### src/hdl/tkz_pkg.sv
// shared types, codes and constants of the csv/tsv field tokenizer
`timescale 1ns / 1ps

package tkz_pkg;

    // character codes
    localparam logic [7:0] CH_TAB   = 8'h09;
    localparam logic [7:0] CH_QUOTE = 8'h22;
    localparam logic [7:0] CH_CR    = 8'h0D;
    localparam logic [7:0] CH_LF    = 8'h0A;

    localparam logic [15:0] COUNT_MAX   = 16'hFFFF;
    localparam logic [11:0] CAP_RESET   = 12'd4095;
    localparam int          CFG_ADDR_W  = 3;

    // request opcodes
    localparam logic OP_BYTE = 1'b0;
    localparam logic OP_END  = 1'b1;

    // result kinds
    localparam logic [1:0] KIND_DATA  = 2'd0;
    localparam logic [1:0] KIND_FIELD = 2'd1;
    localparam logic [1:0] KIND_ROW   = 2'd2;
    localparam logic [1:0] KIND_TEXT  = 2'd3;

    // register indexes (byte address is 4 * index)
    localparam logic REG_SEPARATOR = 1'b0;
    localparam logic REG_CAPACITY  = 1'b1;

    typedef enum logic [5:0] {
        MODE_START  = 6'b000001,
        MODE_PLAIN  = 6'b000010,
        MODE_QUOTED = 6'b000100,
        MODE_QSEEN  = 6'b001000,
        MODE_AFTER  = 6'b010000,
        MODE_CR     = 6'b100000
    } t_mode;

    typedef struct packed {
        logic       op;
        logic [7:0] data_byte;
    } t_in_item;

    typedef struct packed {
        logic [1:0]  kind;
        logic [7:0]  out_byte;
        logic [15:0] column_number;
        logic [15:0] row_number;
        logic [11:0] field_length;
        logic        truncated;
    } t_out_item;

    typedef struct packed {
        logic [7:0]  separator;
        logic [11:0] field_capacity;
    } t_cfg;

endpackage

### src/hdl/tkz_apb_regs.sv
// configuration registers behind an apb-style port
`timescale 1ns / 1ps

module tkz_apb_regs (
    input  logic                           i_clk,
    input  logic                           i_rst_n,
    input  logic                           psel,
    input  logic                           penable,
    input  logic                           pwrite,
    input  logic [tkz_pkg::CFG_ADDR_W-1:0] paddr,
    input  logic [31:0]                    pwdata,
    output logic [31:0]                    prdata,
    output logic                           pready,
    output tkz_pkg::t_cfg                  o_cfg
);
    import tkz_pkg::*;

    t_cfg r_cfg;
    t_cfg n_cfg;
    logic wr_en;

    assign wr_en  = psel && penable && pwrite;
    assign pready = 1'b1;
    assign o_cfg  = r_cfg;

    always_comb begin
        n_cfg = r_cfg;
        if (wr_en) begin
            unique case (paddr[2])
                REG_SEPARATOR: n_cfg.separator      = pwdata[7:0];
                REG_CAPACITY:  n_cfg.field_capacity = pwdata[11:0];
                default:       n_cfg = r_cfg;
            endcase
        end
    end

    always_comb begin
        unique case (paddr[2])
            REG_SEPARATOR: prdata = {24'd0, r_cfg.separator};
            REG_CAPACITY:  prdata = {20'd0, r_cfg.field_capacity};
            default:       prdata = 32'd0;
        endcase
    end

    always_ff @(posedge i_clk) begin
        if (!i_rst_n) begin
            r_cfg.separator      <= CH_TAB;
            r_cfg.field_capacity <= CAP_RESET;
        end else begin
            r_cfg <= n_cfg;
        end
    end

endmodule

### src/hdl/tkz_core.sv
// parse state and single-pass next-state / result logic
`timescale 1ns / 1ps

module tkz_core (
    input  logic                i_clk,
    input  logic                i_rst_n,
    input  tkz_pkg::t_cfg       i_cfg,
    input  tkz_pkg::t_in_item   i_item,
    input  logic                i_fire,
    output logic                o_res_valid,
    output tkz_pkg::t_out_item  o_res
);
    import tkz_pkg::*;

    t_mode       r_mode,  n_mode;
    logic [11:0] r_len,   n_len;
    logic [15:0] r_col,   n_col;
    logic [15:0] r_row,   n_row;
    logic        r_ovf,   n_ovf;

    t_mode       eff_mode;
    logic [7:0]  b;
    logic        is_sep;
    logic        is_eol;
    logic        term_hit;
    logic        do_term;
    logic        do_keep;

    assign b        = i_item.data_byte;
    assign is_sep   = (b == i_cfg.separator);
    assign is_eol   = (b == CH_CR) || (b == CH_LF);
    assign term_hit = is_sep || is_eol;
    assign eff_mode = (r_mode == MODE_CR) ? MODE_START : r_mode;

    always_comb begin
        n_mode  = r_mode;
        n_len   = r_len;
        n_col   = r_col;
        n_row   = r_row;
        n_ovf   = r_ovf;
        do_term = 1'b0;
        do_keep = 1'b0;

        o_res_valid         = 1'b0;
        o_res.kind          = KIND_DATA;
        o_res.out_byte      = 8'd0;
        o_res.column_number = r_col;
        o_res.row_number    = r_row;
        o_res.field_length  = r_len;
        o_res.truncated     = r_ovf;

        priority if (i_item.op == OP_END) begin
            o_res_valid = 1'b1;
            o_res.kind  = KIND_TEXT;
            n_mode      = MODE_START;
            n_len       = 12'd0;
            n_col       = 16'd0;
            n_row       = 16'd0;
            n_ovf       = 1'b0;
        end else if (r_mode == MODE_CR && b == CH_LF) begin
            // lf right after a cr row end is swallowed
            n_mode = MODE_START;
        end else begin
            unique case (eff_mode)
                MODE_PLAIN: begin
                    do_term = term_hit;
                    do_keep = !term_hit;
                end
                MODE_QUOTED: begin
                    if (b == CH_QUOTE) n_mode = MODE_QSEEN;
                    else               do_keep = 1'b1;
                end
                MODE_QSEEN, MODE_AFTER: begin
                    priority if (eff_mode == MODE_QSEEN && b == CH_QUOTE) begin
                        n_mode  = MODE_QUOTED;
                        do_keep = 1'b1;
                    end else if (term_hit) begin
                        do_term = 1'b1;
                    end else begin
                        n_mode = MODE_AFTER;
                    end
                end
                default: begin
                    priority if (b == CH_QUOTE) begin
                        n_mode = MODE_QUOTED;
                    end else if (term_hit) begin
                        do_term = 1'b1;
                    end else begin
                        n_mode  = MODE_PLAIN;
                        do_keep = 1'b1;
                    end
                end
            endcase

            if (do_term) begin
                o_res_valid = 1'b1;
                n_len       = 12'd0;
                n_ovf       = 1'b0;
                if (is_sep) begin
                    // separator test wins over cr/lf
                    o_res.kind = KIND_FIELD;
                    n_mode     = MODE_START;
                    if (r_col != COUNT_MAX) n_col = r_col + 16'd1;
                end else begin
                    o_res.kind = KIND_ROW;
                    n_col      = 16'd0;
                    n_mode     = (b == CH_CR) ? MODE_CR : MODE_START;
                    if (r_row != COUNT_MAX) n_row = r_row + 16'd1;
                end
            end

            if (do_keep) begin
                if (r_len < i_cfg.field_capacity) begin
                    o_res_valid        = 1'b1;
                    o_res.kind         = KIND_DATA;
                    o_res.out_byte     = b;
                    n_len              = r_len + 12'd1;
                    o_res.field_length = n_len;
                end else begin
                    n_ovf = 1'b1;
                end
            end
        end
    end

    always_ff @(posedge i_clk) begin
        if (!i_rst_n) begin
            r_mode <= MODE_START;
            r_len  <= 12'd0;
            r_col  <= 16'd0;
            r_row  <= 16'd0;
            r_ovf  <= 1'b0;
        end else if (i_fire) begin
            r_mode <= n_mode;
            r_len  <= n_len;
            r_col  <= n_col;
            r_row  <= n_row;
            r_ovf  <= n_ovf;
        end
    end

endmodule

### src/hdl/csv_tsv_field_tokenizer_top.sv
// top level of the csv/tsv field tokenizer: request/result registers and config port
`timescale 1ns / 1ps

//  channel  | direction | handshake                  | payload
//  ---------+-----------+----------------------------+------------------------
//  request  | in        | i_in_valid / o_in_stall    | i_in_item  (t_in_item)
//  result   | out       | o_out_valid / i_out_stall  | o_out_item (t_out_item)
//  config   | in        | psel / penable / pready    | paddr, pwdata, prdata
//
//  one request per cycle sustained while the result channel is not stalled; a request
//  is held in the request register, the parse logic resolves it there, and its
//  result (if any) is shown from the result register
//  reset is synchronous, active low; it clears the parse state, both valid
//  flags and sets separator to tab and field capacity to 4095
//  a stalled result holds the request register only when that request makes
//  a result; requests that make no result drain even while output is stalled

module csv_tsv_field_tokenizer_top (
    input  logic                           i_clk,
    input  logic                           i_rst_n,
    // request channel
    input  logic                           i_in_valid,
    output logic                           o_in_stall,
    input  tkz_pkg::t_in_item              i_in_item,
    // result channel
    output logic                           o_out_valid,
    input  logic                           i_out_stall,
    output tkz_pkg::t_out_item             o_out_item,
    // config port
    input  logic                           psel,
    input  logic                           penable,
    input  logic                           pwrite,
    input  logic [tkz_pkg::CFG_ADDR_W-1:0] paddr,
    input  logic [31:0]                    pwdata,
    output logic [31:0]                    prdata,
    output logic                           pready
);
    import tkz_pkg::*;

    t_cfg      cfg;

    // request register
    logic      r_in_valid, n_in_valid;
    t_in_item  r_in_item;

    // result register
    logic      r_out_valid, n_out_valid;
    t_out_item r_out_item;

    // parse logic outputs
    logic      res_valid;
    t_out_item res;

    logic      advance;
    logic      accept;
    logic      out_free;

    tkz_apb_regs u_regs (
        .i_clk   (i_clk),
        .i_rst_n (i_rst_n),
        .psel    (psel),
        .penable (penable),
        .pwrite  (pwrite),
        .paddr   (paddr),
        .pwdata  (pwdata),
        .prdata  (prdata),
        .pready  (pready),
        .o_cfg   (cfg)
    );

    tkz_core u_core (
        .i_clk       (i_clk),
        .i_rst_n     (i_rst_n),
        .i_cfg       (cfg),
        .i_item      (r_in_item),
        .i_fire      (advance),
        .o_res_valid (res_valid),
        .o_res       (res)
    );

    // result slot can take a new value if empty or being taken this cycle
    assign out_free = !r_out_valid || !i_out_stall;

    // a held request moves on unless it makes a result and the result slot is blocked
    assign advance    = r_in_valid && (!res_valid || out_free);
    assign o_in_stall = r_in_valid && !advance;
    assign accept     = i_in_valid && !o_in_stall;

    always_comb begin
        n_in_valid = r_in_valid;
        if (accept)       n_in_valid = 1'b1;
        else if (advance) n_in_valid = 1'b0;
    end

    always_comb begin
        n_out_valid = r_out_valid;
        if (advance && res_valid) n_out_valid = 1'b1;
        else if (!i_out_stall)    n_out_valid = 1'b0;
    end

    always_ff @(posedge i_clk) begin
        if (!i_rst_n) begin
            r_in_valid  <= 1'b0;
            r_out_valid <= 1'b0;
        end else begin
            r_in_valid  <= n_in_valid;
            r_out_valid <= n_out_valid;
        end
    end

    // payload registers, no reset
    always_ff @(posedge i_clk) begin
        if (accept) begin
            r_in_item <= i_in_item;
        end
        if (advance && res_valid) begin
            r_out_item <= res;
        end
    end

    assign o_out_valid = r_out_valid;
    assign o_out_item  = r_out_item;

    // a result never lands on a stalled, still-full result register
    a_no_overwrite: assert property (@(posedge i_clk) disable iff (!i_rst_n)
        !(advance && res_valid && r_out_valid && i_out_stall))
        else $error("result register overwritten while stalled");

    // a kept data byte always counts itself in the field length
    a_data_len: assert property (@(posedge i_clk) disable iff (!i_rst_n)
        (res_valid && res.kind == KIND_DATA) |-> (res.field_length != 12'd0))
        else $error("data result with zero field length");

    // an accepted request sits in the request register next cycle
    a_accept_held: assert property (@(posedge i_clk) disable iff (!i_rst_n)
        accept |=> r_in_valid)
        else $error("accepted request lost");

    // text end always reports from the request register as a result
    a_end_result: assert property (@(posedge i_clk) disable iff (!i_rst_n)
        (r_in_valid && r_in_item.op == OP_END) |-> res_valid)
        else $error("end of text gave no result");

endmodule
### config.mk
export PLATFORM = sky130hd
export DESIGN_NAME = csv_tsv_field_tokenizer_top
export DESIGN_NICKNAME = d
export VERILOG_FILES = /design/src/hdl/tkz_pkg.sv /design/src/hdl/tkz_apb_regs.sv /design/src/hdl/tkz_core.sv /design/src/hdl/csv_tsv_field_tokenizer_top.sv
export SDC_FILE = /design/constraint.sdc
export NUM_CORES = 1
export LEC_CHECK = 0
export BUFFER_PORTS_ARGS = -buffer_cell sky130_fd_sc_hd__buf_2
export CAP_MARGIN = 10
export CELL_PAD_IN_SITES_DETAIL_PLACEMENT = 1
export CELL_PAD_IN_SITES_GLOBAL_PLACEMENT = 1
export CORE_ASPECT_RATIO = 1.25
export CORE_MARGIN = 4
export CORE_UTILIZATION = 35
export DETAILED_ROUTE_END_ITERATION = 12
export PLACE_DENSITY = 0.77
export SLEW_MARGIN = 25
export SYNTH_ARGS = -nofsm -noshare
export SYNTH_HDL_FRONTEND = slang
export SYNTH_SLANG_ARGS = --single-unit
### constraint.sdc
create_clock -name i_clk -period 5.05 [get_ports i_clk]
set_input_delay 1.515 -clock i_clk [delete_from_list [all_inputs] [get_ports i_clk]]
set_output_delay 1.515 -clock i_clk [all_outputs]
set_load 0.03 [all_outputs]
== Word-level counts from Yosys, hierarchy flattened ==
Cells that the tools add are included.
Operators by class
  add/sub/neg operators: 3
  $lt $le $gt $ge: 1
  eq/ne operators: 19
  multiplexer cells: 64
  bitwise operators: 3
  reductions and logical operators: 29
Operator list (count)
  $mux 16: 10
  $mux 12: 9
  $mux 6: 11
  $pmux 32 s2: 1
  $add 16x1->16 const B: 2
  $ne 16x16->1 const B: 2
  $mux 10: 3
  $mux 1: 25
  $pmux 6 s3: 1
  $eq 8x4->1 const B: 2
  $add 12x1->12 const B: 1
  $lt 12x12->1: 1
  $ne 6x6->1 const B: 2
  $reduce_and 5->1: 2
  $eq 8x6->1 const B: 1
  $eq 8x8->1: 1
  $logic_and 1x1->1: 8
  $eq 6x2->1 const B: 1
  $eq 6x3->1 const B: 1
  $eq 6x4->1 const B: 1
  $eq 6x5->1 const B: 1
  $eq 6x6->1 const B: 1
  $logic_not 1->1: 6
  $pmux 1 s3: 2
  other kinds (13): 24
Word-level totals
  flip-flop bits (word level): 137
  input port bits: 51
  output and inout bits: 90
  logic and storage cells: 136

== Depth between registers and ports, before layout ==
Gate-level depths: netlist of run 1.
  depth in word-level cells: 21
  gate-level depth with buffers: 11
  depth with buffers taken out: 10

== Modules after synthesis ==
A second synthesis of run 1 with hierarchy kept.
Second synthesis, totals
  cells, all modules: 633
  area total of the unflattened synthesis: 6636.4 sq um
Modules (own cells, without submodules)
  tkz_core: times used 1, cells each 435, area an instance 3454.6 sq um, sequential area each 1021.0 sq um
  csv_tsv_field_tokenizer_top: times used 1, cells each 75, area an instance 2016.9 sq um, sequential area each 1961.9 sq um
  tkz_apb_regs: times used 1, cells each 123, area an instance 1164.9 sq um, sequential area each 400.4 sq um

== Least setup slack after synthesis of run 1 ==
Ideal clock, no wire load.
  path kind: input to register
  from: input port i_out_stall
  to: register r_out_item (netlist bit o_out_item[0]), enable pin
  setup time: 0.410 ns
  arrival: 3.600 ns
  data required time: 4.640 ns
  setup slack: 1.040 ns
  cell stages on the path: 6
  path buffers: 1
  path through: and2_1 > clkbuf_1 > and2b_1 > nand2_1 > o21bai_1 > inv_1
Between the ends
  cells in the longest elaborated chain, start to end: 5
RTL lines
  start, declared: line csv_tsv_field_tokenizer_top.sv:27  | input logic i_out_stall,
  $logic_not 1->1
  $logic_or 1x1->1: line csv_tsv_field_tokenizer_top.sv:82  | assign out_free = !r_out_valid || !i_out_stall;
  $logic_or 1x1->1: line csv_tsv_field_tokenizer_top.sv:85  | assign advance = r_in_valid && (!res_valid || out_free);
  $logic_and 1x1->1: line csv_tsv_field_tokenizer_top.sv:85
  $logic_and 1x1->1: line csv_tsv_field_tokenizer_top.sv:116  | if (advance && res_valid) begin
  end signal, assigned: line csv_tsv_field_tokenizer_top.sv:117  | r_out_item <= res;
  end, declared: line csv_tsv_field_tokenizer_top.sv:48  | t_out_item r_out_item;
No other way between the ends.
A chain may end at the register's enable or synchronous reset.

== Final worst setup path of run 1 ==
  from: register r_in_item[4] (netlist name)
  to: output port o_in_stall
Between the ends
  cells in the longest elaborated chain, start to end: 18
  elaborated cells on any way between the ends: 32
  those cells by class: 4 x eq/ne; 18 x mux; 10 x reduce/logical
RTL lines
  start, declared: line csv_tsv_field_tokenizer_top.sv:44  | t_in_item r_in_item;
  start signal, assigned: line csv_tsv_field_tokenizer_top.sv:114  | r_in_item <= i_in_item;
  $eq 8x4->1, on equally long branches: line tkz_core.sv:31, tkz_core.sv:60
  $logic_or 1x1->1: line tkz_core.sv:31  | assign is_eol = (b == CH_CR) || (b == CH_LF);
  $logic_or 1x1->1: line tkz_core.sv:32  | assign term_hit = is_sep || is_eol;
  $mux 1: line tkz_core.sv:77, tkz_core.sv:86
  $mux 1, on equally long branches: line tkz_core.sv:84, tkz_core.sv:74
  $pmux 1 s3: line tkz_core.sv:64  | unique case (eff_mode)
  $mux 1: line tkz_core.sv:60  | end else if (r_mode == MODE_CR && b == CH_LF) begin
  $mux 1: line tkz_core.sv:52  | priority if (i_item.op == OP_END) begin
  [... 2 more ...]
  $mux 1: line tkz_core.sv:112  | if (do_keep) begin
  $mux 1 *: line tkz_core.sv:60
  $mux 1 *: line tkz_core.sv:52
  $logic_not 1->1 *: line csv_tsv_field_tokenizer_top.sv:85
  $logic_or 1x1->1 *: line csv_tsv_field_tokenizer_top.sv:85
  $logic_and 1x1->1 *: line csv_tsv_field_tokenizer_top.sv:85
  $logic_not 1->1 *: line csv_tsv_field_tokenizer_top.sv:86  | assign o_in_stall = r_in_valid && !advance;
  $logic_and 1x1->1 *: line csv_tsv_field_tokenizer_top.sv:86
  end, declared: line csv_tsv_field_tokenizer_top.sv:23  | output logic o_in_stall,
Every way passes the cells marked *; elsewhere a longest branch is shown, timed or not. The select of a mux whose other input is x is not followed.

==> results of run 1 <==
[cell type report]
cell class	count	area [sq um]
Inverter	17	63.8
Clock buffer	20	467
Multi-Input combinational cell	456	2840
Fill cell	2090	10400
Clock inverter	11	123
Tap cell	228	285
Sequential cell	137	3380
Timing Repair Buffer	108	581
[power groups by stage]
| stage | Combinational, uW | Sequential, uW | Clock, uW |
|---|---|---|---|
| 2_1_floorplan | 125 | 1280 | 0 |
| 3_3_place_gp | 222 | 1240 | 0 |
| 3_5_place_dp | 225 | 1240 | 0 |
| 4_1_cts | 226 | 1220 | 1260 |
| 5_1_grt | 240 | 1220 | 1300 |
| 6_report | 223 | 1210 | 1230 |
[through the flow]
stage / hold WS, ns / cells / utilization
after floorplan: 0.408 / 666 / -
after global placement: 0.462 / 946 / 0.394
after detailed placement: 0.463 / 946 / 0.394
after CTS: 0.474 / 977 / 0.426
after global routing: 0.491 / 977 / 0.426
final: 0.477 / 977 / 0.426
[path summary, 6_finish.rpt]
path	from	to	slack, ns	depth (start not counted)
hold reg to reg	u_core.r_row[6]	o_out_item[19]	0.48	0
setup / recovery	r_in_item[4]	o_in_stall	0.65	6
setup reg to reg	r_in_item[4]	o_out_valid	1.73	9
hold / removal	u_core.r_row[6]	o_out_item[19]	0.48	0
[worst max-delay path, delay by kind of cell (launching register included)]
family          cells  cell delay [ns]
simple gates        3             1.09
compound gates      2             0.64
flops               1             0.49
buf+inv             1             0.23
[kinds of logic after synthesis]
| logic type | Yosys count |
|---|---|
| muxes | 10 |
| buffers and inverters | 73 |
| and+or+nand+nor | 238 |
| AOI/OAI and AO/OA | 143 |
| DFF | 137 |
| adders and majority gates | 14 |
| other | 2 |
| xor gates and xnor gates | 30 |
[per-layer routing]
metal  track usage  vias up
met5             0        -
li1              -     2490
met2         0.290      128
met3        0.0326       19
met1         0.202     2519
met4        0.0605        0
[registers in the layout, indices dropped and copies added (netlist names)]
register,cells
r_in_item,9
o_out_valid,1
u_core.r_mode,6
u_core.r_col,16
u_core.r_ovf,1
u_core.r_row,16
u_regs.o_cfg,20
r_in_valid,1
o_out_item,55
u_core.r_len,12
[layout by cell type, fill, tap and decap left out, types with 11 or more instances in the layout]
cell type,instances
sky130_fd_sc_hd__a21oi_1,38
sky130_fd_sc_hd__and2_1,14
sky130_fd_sc_hd__and3_1,19
sky130_fd_sc_hd__buf_2,97
sky130_fd_sc_hd__clkbuf_16,17
sky130_fd_sc_hd__conb_1,21
sky130_fd_sc_hd__dfxtp_1,73
sky130_fd_sc_hd__edfxtp_1,64
sky130_fd_sc_hd__ha_1,14
sky130_fd_sc_hd__inv_1,16
sky130_fd_sc_hd__nand2_1,80
sky130_fd_sc_hd__nand3_1,22
sky130_fd_sc_hd__nand4_1,11
sky130_fd_sc_hd__nor2_1,42
sky130_fd_sc_hd__o211ai_1,20
sky130_fd_sc_hd__o21ai_1,19
sky130_fd_sc_hd__xnor2_1,27
==> impl_metrics.sql, run 1 <==
INSERT INTO impl_metrics (metric_group, metric, value, unit) VALUES
('grt', 'number_of_antenna_violations_at_the_first_check_in_global_routing', '0', ''),
('cts', 'clock_tree.root_cell', 'sky130_fd_sc_hd__clkbuf_16', ''),
('logic_synthesis', 'synth_flop_cell', 'sky130_fd_sc_hd__dfxtp_1', ''),
('routing', 'via_count_of_the_routed_design', '5156', ''),
('grt', 'grt_first_pass_wirelength', '27500', 'microns'),
('timing', 'final_max_slew_viol_count', '0', ''),
('logic_synthesis', 'post-synth-top-count-cell', 'sky130_fd_sc_hd__nand2_1', ''),
('timing', 'grt_setup_unrepaired', 'false', ''),
('timing', 'setup_violations', '0', ''),
('logic_synthesis', 'synth_instances', '647', ''),
('routing', 'vias_per_cell', '5.28', ''),
('routing', 'avgRoutedWirePerCell', '17.4', 'microns'),
('routing', 'wl_met3', '714', 'microns'),
('grt', 'first_global_vias', '5332', ''),
('cts', 'htree_levels', '4', ''),
('power_and_ir_drop', 'comb_power_share', '0.084', ''),
('logic_synthesis', 'synth.top_cells.by_count', '80 x sky130_fd_sc_hd__nand2_1, 73 x sky130_fd_sc_hd__dfxtp_1, 64 x sky130_fd_sc_hd__edfxtp_1, 42 x sky130_fd_sc_hd__nor2_1, 38 x sky130_fd_sc_hd__a21oi_1', ''),
('routing', 'number_of_nets_with_antenna_violations_after_routing', '0', ''),
('floorplan', 'design.core.area', '18200', 'sq um'),
('min_path', 'hp-class', 'flop to flop', ''),
('routing', 'detailedRoute.firstPassIterationCount', '4', ''),
('cts', 'clock_sinks', '137', ''),
('power_and_ir_drop', 'total_leakage_power', '0.00308', 'uW'),
('finish', 'final_net_count', '802', ''),
('logic_synthesis', 'synth_top_area_cell', 'sky130_fd_sc_hd__edfxtp_1', ''),
('timing', 'min_period', '4.40', 'ns'),
('setup_path', 'cp_slowest_stage_delay', '0.55', 'ns'),
('logic_synthesis', 'synth_simple_gate_area_frac', '0.187', ''),
('timing', 'maxClockFrequency', '0.227', 'GHz'),
('routing', 'drt_iter0_markers', '315', ''),
('floorplan', 'rows', '55', ''),
('routing', 'drc_errors', '0', ''),
('logic_synthesis', 'ys_seq_area_frac', '0.520', ''),
('timing', 'finalWorstSetupSlack', '0.651', 'ns'),
('setup_path', 'worstSetupEndpointType', 'output pin', ''),
('cts', 'clock_tree_from_tritoncts', 'built', ''),
('setup_path', 'cp.required', '3.54', 'ns'),
('logic_synthesis', 'synth_compound_area_frac', '0.152', ''),
('routing', 'drt_wl_total', '17000', 'microns'),
('cts', 'clkLatencyLatePin', '0.44', 'ns'),
('setup_path', 'timing.critical_path.arrival', '2.88', 'ns'),
('cts', 'number_of_buffers_created_by_cts', '17', ''),
('placed_design', 'port_buffers', '97', ''),
('logic_synthesis', 'synth_top_area_share', '0.295', ''),
('floorplan', 'floorplan.die.width', '130', 'microns'),
('logic_synthesis', 'post_synth_fa_ha_maj_area_fraction', '0.0269', ''),
('logic_synthesis', 'combinational_family_with_the_most_area_after_synthesis', 'simple AND/OR/NAND/NOR gates', ''),
('status', 'run_status', 'completed', ''),
('finish', 'layout-drive-gt1-share', '0.216', ''),
('floorplan', 'die-height', '160', 'microns'),
('power_and_ir_drop', 'vdd.ir_drop.worst', '0.242', 'mV'),
('power_and_ir_drop', 'internal_pwr_total', '2010', 'uW'),
('placed_design', 'globalplace.congestion', '0.786', ''),
('floorplan', 'initial_standard_cell_utilization_of_the_core', '0.358', ''),
('grt', 'grt_start_max_net_pins', '30', ''),
('cts', 'clock_path_buffers', '2', ''),
('routing', 'route.top_layer_used', 'met4', ''),
('floorplan', 'fp.dieArea', '20900', 'sq um'),
('logic_synthesis', 'synth.distinct_cells', '68', ''),
('timing', 'setup_total_negative_slack', '0', 'ns'),
('finish', 'finish.instance_area', '7740', 'sq um'),
('logic_synthesis', 'synth.area.mux_share', '0.0169', ''),
('logic_synthesis', 'xor_xnor_cell_area_share_of_the_yosys_netlist', '0.0404', ''),
('logic_synthesis', 'synth_edf_count', '64', ''),
('logic_synthesis', 'synth_seq_cells', '137', ''),
('logic_synthesis', 'syn_avg_cell_area', '10.1', 'sq um'),
('power_and_ir_drop', 'p_per_area', '345', 'nW/um^2'),
('setup_path', 'highest_delay_cell_along_the_critical_path', 'sky130_fd_sc_hd__nor4b_1', ''),
('placed_design', 'place_worst_setup_slack', '1.05', 'ns'),
('routing', 'met1Wirelength', '7280', 'microns'),
('cts', 'number_of_buffers_inserted_for_hold_repair_after_clock_tree_synthesis', '0', '');
(Power assumes the default switching activity.)
==> run 2, diff against run 1 <==
- RECOVER_POWER: not set -> 100
==> impl_metrics.sql, run 2 (synthesized netlist as in run 1, its figures left out) <==
INSERT INTO impl_metrics (metric_group, metric, value, unit) VALUES
('cts', 'number_of_buffers_inserted_for_hold_repair_after_clock_tree_synthesis', '0', ''),
('status', 'run_status', 'completed', ''),
('timing', 'tightestPinTransition', '1.25', 'ns'),
('grt', 'grt_usage', '0.166', ''),
('timing', 'hold_slack', '0.477', 'ns'),
('cts', 'clock_tree.root_cell', 'sky130_fd_sc_hd__clkbuf_16', ''),
('finish', 'layout-drive-gt1-share', '0.104', ''),
('setup_path', 'timing.critical_path.cells', 'nor4b_1 -> nand4b_1 -> o221a_1 -> o211ai_1 -> and3_1 -> clkbuf_1', ''),
('routing', 'number_of_nets_with_antenna_violations_after_routing', '0', ''),
('timing', 'final_min_period_over_clock_period', '0.915', ''),
('setup_path', 'crit_buf_inv', '1', ''),
('power_and_ir_drop', 'p_per_area', '350', 'nW/um^2'),
('floorplan', 'io-pin-count', '141', ''),
('grt', 'grt_start_max_net_pins', '30', ''),
('finish', 'layout-area-overhead-vs-synth', '16.6', '%'),
('timing', 'maxClockFrequency', '0.216', 'GHz'),
('grt', 'first_global_vias', '5332', ''),
('floorplan', 'fp.dieArea', '20900', 'sq um'),
('setup_path', 'timing.critical_path.arrival', '3.10', 'ns'),
('floorplan', 'die-height', '160', 'microns'),
('power_and_ir_drop', 'vdd.ir_drop.worst', '0.237', 'mV'),
('floorplan', 'floorplan.die.width', '130', 'microns'),
('placed_design', 'dp_hpwl', '12300', 'microns'),
('cts', 'clock_path_buffers', '2', ''),
('placed_design', 'post-place-cells', '946', ''),
('setup_path', 'path_class', 'flop to output pin', ''),
('grt', 'grt_first_pass_wirelength', '27500', 'microns'),
('setup_path', 'startpoint_type', 'flop', ''),
('routing', 'vias_per_cell', '5.32', ''),
('setup_path', 'highest_delay_cell_along_the_critical_path', 'sky130_fd_sc_hd__nor4b_1', ''),
('routing', 'drt_iter0_markers', '271', ''),
('timing', 'finalHoldViolations', '0', ''),
('grt', 'number_of_antenna_violations_at_the_first_check_in_global_routing', '0', ''),
('cts', 'number_of_buffers_created_by_cts', '17', ''),
('grt', 'grt_remaining_overflow', '0', ''),
('cts', 'clkLatencyLatePin', '0.43', 'ns'),
('finish', 'final_net_count', '802', ''),
('finish', 'largest_register_ffs', '55', ''),
('routing', 'detailedRoute.firstPassIterationCount', '5', ''),
('setup_path', 'timing.critical_path.fanout_max', '6', ''),
('timing', 'slew-limit-headroom', '0.165', ''),
('cts', 'cts_repair_resize_count', '0', ''),
('routing', 'via_count_of_the_routed_design', '5199', ''),
('finish', 'layout_common_cells', '80 x sky130_fd_sc_hd__nand2_1, 77 x sky130_fd_sc_hd__clkbuf_1, 73 x sky130_fd_sc_hd__dfxtp_1', ''),
('setup_path', 'cp_slowest_stage_delay', '0.56', 'ns'),
('min_path', 'hp-class', 'flop to flop', ''),
('floorplan', 'rows', '55', ''),
('placed_design', 'globalplace.congestion', '0.786', ''),
('power_and_ir_drop', 'total_leakage_power', '0.00285', 'uW'),
('finish', 'layout.cells.most_common', 'sky130_fd_sc_hd__nand2_1', ''),
('routing', 'drc_errors', '0', ''),
('timing', 'finClkSkew', '0.00912', 'ns'),
('cts', 'post-cts-setup-buffers', '0', ''),
('floorplan', 'design.core.area', '18200', 'sq um'),
('cts', 'clock_tree_from_tritoncts', 'built', ''),
('cts', 'clock_sinks', '137', ''),
('routing', 'avgRoutedWirePerCell', '17.5', 'microns'),
('setup_path', 'worstSetupEndpointType', 'output pin', ''),
('floorplan', 'initial_standard_cell_utilization_of_the_core', '0.358', ''),
('cts', 'worst_setup_hold_path_clk_slew', '0.06', 'ns'),
('finish', 'antennaDiodeCount', '0', ''),
('finish', 'finish.cell_count_without_fillers', '977', ''),
('setup_path', 'cp.required', '3.54', 'ns'),
('timing', 'setup_total_negative_slack', '0', 'ns'),
('placed_design', 'port_buffers', '97', ''),
('timing', 'grt_setup_unrepaired', 'false', ''),
('setup_path', 'timing.critical_path.max_delay_family', 'simple AND/OR/NAND/NOR gates', ''),
('timing', 'final_max_slew_viol_count', '0', ''),
('timing', 'setup_violations', '0', ''),
('timing', 'min_period', '4.62', 'ns'),
('routing', 'drt_wl_total', '17100', 'microns'),
('cts', 'htree_levels', '4', ''),
('job', 'max_cap_viol_count', '0', '');
[run 2: power breakdown]
part           internal [uW]  switching, uW
sequential              1200           20.1
clock                    761            471
combinational           47.4            163
total                   2000            655
[run 2: layer usage]
metal | wire length, microns | part of all wire | track usage | vias to the layer above
li1 | - | - | - | 2496
met1 | 7400 | 0.43 | 0.202 | 2559
met2 | 8700 | 0.51 | 0.290 | 126
met3 | 714 | 0.042 | 0.0326 | 18
met4 | 299 | 0.017 | 0.0605 | 0
met5 | 0 | 0 | 0 | -
[run 2: layout make-up]
cell class / count / area (sq um)
Timing Repair Buffer: 108 / 452
Sequential cell: 137 / 3380
Clock buffer: 20 / 467
Multi-Input combinational cell: 456 / 2810
Clock inverter: 11 / 123
Tap cell: 228 / 285
Inverter: 17 / 63.8
Fill cell: 2128 / 10600
[run 2: worst paths after layout]
| path | from | endpoint | slack [ns] | cells after the start |
|---|---|---|---|---|
| worst max-delay path | r_in_item[4] | o_in_stall | 0.43 | 6 |
| worst min-delay path | u_core.r_row[6] | o_out_item[19] | 0.48 | 0 |
| worst max register to register | r_in_item[4] | o_out_valid | 0.80 | 9 |
| worst min register to register | u_core.r_row[6] | o_out_item[19] | 0.48 | 0 |
[run 2: per-stage QoR]
step	power [uW]	setup slack, ns	area [sq um]	utilization
global route	2750	0.254	7590	0.418
finish	2660	0.431	7590	0.418
floorplan	1400	1.04	6580	-
detailed placement	1460	1.05	7150	0.394
global placement	1460	1.07	7150	0.394
CTS	2700	0.632	7740	0.426
==> run 3, diff against run 2 <==
- PLACE_DENSITY: 0.77 -> not set
- PLACE_DENSITY_LB_ADDON: not set -> 0.1
- clock period: 5.05 -> 4.2 ns (I/O delays scaled with it)
==> impl_metrics.sql, run 3 (synthesized netlist as in run 1, its figures left out) <==
INSERT INTO impl_metrics (metric_group, metric, value, unit) VALUES
('grt', 'grt_first_pass_wirelength', '28400', 'microns'),
('cts', 'number_of_buffers_created_by_cts', '17', ''),
('placed_design', 'globalplace.congestion', '0.861', ''),
('routing', 'detailedRoute.firstPassIterationCount', '4', ''),
('routing', 'via_count_of_the_routed_design', '5136', ''),
('setup_path', 'startpoint_type', 'flop', ''),
('timing', 'setup_total_negative_slack', '0', 'ns'),
('job', 'max_cap_viol_count', '0', ''),
('cts', 'number_of_buffers_inserted_for_hold_repair_after_clock_tree_synthesis', '0', ''),
('setup_path', 'reg2reg_slack', '0.54', 'ns'),
('finish', 'layout_common_cells', '80 x sky130_fd_sc_hd__nand2_1, 75 x sky130_fd_sc_hd__clkbuf_1, 73 x sky130_fd_sc_hd__dfxtp_1', ''),
('grt', 'number_of_antenna_violations_at_the_first_check_in_global_routing', '0', ''),
('finish', 'layout.cells.most_common', 'sky130_fd_sc_hd__nand2_1', ''),
('floorplan', 'die-height', '160', 'microns'),
('power_and_ir_drop', 'p_per_area', '424', 'nW/um^2'),
('finish', 'largest_register_ffs', '55', ''),
('timing', 'min_period', '4.00', 'ns'),
('floorplan', 'initial_standard_cell_utilization_of_the_core', '0.358', ''),
('placed_design', 'dp_hpwl', '12500', 'microns'),
('routing', 'drt_iter0_markers', '407', ''),
('placed_design', 'post-place-cells', '950', ''),
('finish', 'final_net_count', '806', ''),
('cts', 'clkLatencyLatePin', '0.42', 'ns'),
('cts', 'clock_tree.root_cell', 'sky130_fd_sc_hd__clkbuf_16', ''),
('power_and_ir_drop', 'comb_power_share', '0.079', ''),
('setup_path', 'timing.critical_path.fanout_max', '5', ''),
('timing', 'final_min_period_over_clock_period', '0.951', ''),
('timing', 'grt_setup_unrepaired', 'false', ''),
('placed_design', 'port_buffers', '97', ''),
('grt', 'grt_remaining_overflow', '0', ''),
('cts', 'htree_levels', '4', ''),
('grt', 'grt_usage', '0.171', ''),
('cts', 'clock_tree_from_tritoncts', 'built', ''),
('routing', 'vias_per_cell', '5.24', ''),
('power_and_ir_drop', 'internal_pwr_total', '2460', 'uW'),
('timing', 'maxClockFrequency', '0.250', 'GHz'),
('finish', 'layout-drive-gt1-share', '0.116', ''),
('cts', 'worst_setup_hold_path_clk_slew', '0.06', 'ns'),
('routing', 'avgRoutedWirePerCell', '17.5', 'microns'),
('setup_path', 'cp.required', '2.94', 'ns'),
('setup_path', 'worstSetupEndpointType', 'output pin', ''),
('finish', 'finish.cell_count_without_fillers', '981', ''),
('setup_path', 'ff2ff_path_depth', '10', ''),
('setup_path', 'regToRegEndpoint', 'o_out_valid', ''),
('floorplan', 'design.core.area', '18200', 'sq um'),
('timing', 'slew-limit-headroom', '0.171', ''),
('timing', 'final_max_slew_viol_count', '0', ''),
('finish', 'layout-area-overhead-vs-synth', '17.7', '%'),
('floorplan', 'floorplan.die.width', '130', 'microns'),
('setup_path', 'path_class', 'flop to output pin', ''),
('status', 'run_status', 'completed', ''),
('routing', 'number_of_nets_with_antenna_violations_after_routing', '0', ''),
('timing', 'finalHoldViolations', '0', ''),
('power_and_ir_drop', 'power.clock.fraction', '0.471', ''),
('finish', 'antennaDiodeCount', '0', ''),
('grt', 'first_global_vias', '5529', ''),
('cts', 'post-cts-setup-buffers', '0', ''),
('power_and_ir_drop', 'total_leakage_power', '0.00288', 'uW'),
('finish', 'area_taken_by_multi_input_logic_gates', '2840', 'sq um'),
('timing', 'hold_slack', '0.471', 'ns'),
('floorplan', 'fp.dieArea', '20900', 'sq um'),
('finish', 'ff_latch_area', '3380', 'sq um'),
('floorplan', 'io-pin-count', '141', ''),
('routing', 'drt_wl_total', '17200', 'microns'),
('setup_path', 'cp-startpoint', 'r_in_item[5]', ''),
('power_and_ir_drop', 'seq_power_share', '0.450', ''),
('routing', 'drc_errors', '0', ''),
('timing', 'setup_violations', '0', ''),
('finish', 'layout.filler_cells', '2120', ''),
('setup_path', 'setup.worst_path.end', 'o_in_stall', ''),
('timing', 'finClkSkew', '0.00647', 'ns'),
('min_path', 'hp-class', 'flop to flop', ''),
('power_and_ir_drop', 'vdd.ir_drop.worst', '0.263', 'mV'),
('timing', 'tightestPinTransition', '1.24', 'ns'),
('setup_path', 'critical_path.reg2reg.startpoint', 'r_in_item[5]', ''),
('cts', 'clock_sinks', '137', ''),
('grt', 'grt_start_max_net_pins', '38', ''),
('cts', 'clock_path_buffers', '2', ''),
('cts', 'cts_repair_resize_count', '0', ''),
('power_and_ir_drop', 'p_sw_frac', '0.243', ''),
('floorplan', 'rows', '55', ''),
('setup_path', 'timing.critical_path.arrival', '2.74', 'ns'),
('power_and_ir_drop', 'switchingPower', '790', 'uW');
==> run 3: cell count changes in the layout (fill, tap and decap cells not counted), moves of 2 or more <==
cell / delta
sky130_fd_sc_hd__clkbuf_2: +2
sky130_fd_sc_hd__clkbuf_1: -2
sky130_fd_sc_hd__and2_1: +2
sky130_fd_sc_hd__and2_0: -2
sky130_fd_sc_hd__buf_2: +2
sky130_fd_sc_hd__buf_4: +3
==> run 3: routing by layer <==
metal	share of wire	up-vias	global-route usage
met2	0.51	104	0.296
met4	0.021	0	0.0709
met3	0.038	22	0.0323
met5	0	-	0
met1	0.43	2513	0.205
li1	-	2497	-
==> run 3: critical path, stage by stage, from the launching register on <==
cell and delay, ns:
sky130_fd_sc_hd__edfxtp_1 0.45, sky130_fd_sc_hd__or4b_4 0.59, sky130_fd_sc_hd__a211o_1 0.28, sky130_fd_sc_hd__o21ai_2 0.11
sky130_fd_sc_hd__o221a_2 0.32, sky130_fd_sc_hd__o211ai_4 0.10, sky130_fd_sc_hd__and3_1 0.25, sky130_fd_sc_hd__clkbuf_2 0.20
==> run 3: worst min path at each step <==
stage / start / to / slack (ns) / cells after the start
after floorplan: u_core.r_ovf / o_out_item[0] / 0.41 / 0
after global placement: u_core.r_row[11] / o_out_item[24] / 0.46 / 0
after detailed placement: u_core.r_row[5] / o_out_item[18] / 0.47 / 0
after CTS: u_core.r_ovf / o_out_item[0] / 0.48 / 0
after global routing: u_core.r_ovf / o_out_item[0] / 0.49 / 0
final: u_core.r_ovf / o_out_item[0] / 0.47 / 0
==> run 3: final cells by class <==
| cell class | instances | share of cell area |
|---|---|---|
| clock buffers | 20 | 0.0596 |
| clock inverters | 11 | 0.0193 |
| multi-input cells | 456 | 0.371 |
| repair buffers | 112 | 0.0631 |
| flip-flops and latches | 137 | 0.442 |
| well taps | 228 | 0.0373 |
| inverters | 17 | 0.00833 |
==> run 3: power groups by stage <==
stage | sequential [uW] | clock [uW] | combinational (uW)
after floorplan | 1530 | 0 | 150
after global placement | 1490 | 0 | 267
after detailed placement | 1490 | 0 | 271
after CTS | 1460 | 1570 | 272
after global routing | 1470 | 1620 | 277
final | 1460 | 1530 | 255
==> run 3: stage by stage <==
step	total power [uW]	worst slack (ns)	instance area (sq um)	util
floorplan	1680	0.445	6580	-
global placement	1750	0.592	7170	0.395
detailed placement	1760	0.572	7170	0.395
CTS	3300	0.0967	7770	0.428
global route	3360	0.0734	7660	0.421
finish	3250	0.204	7660	0.421
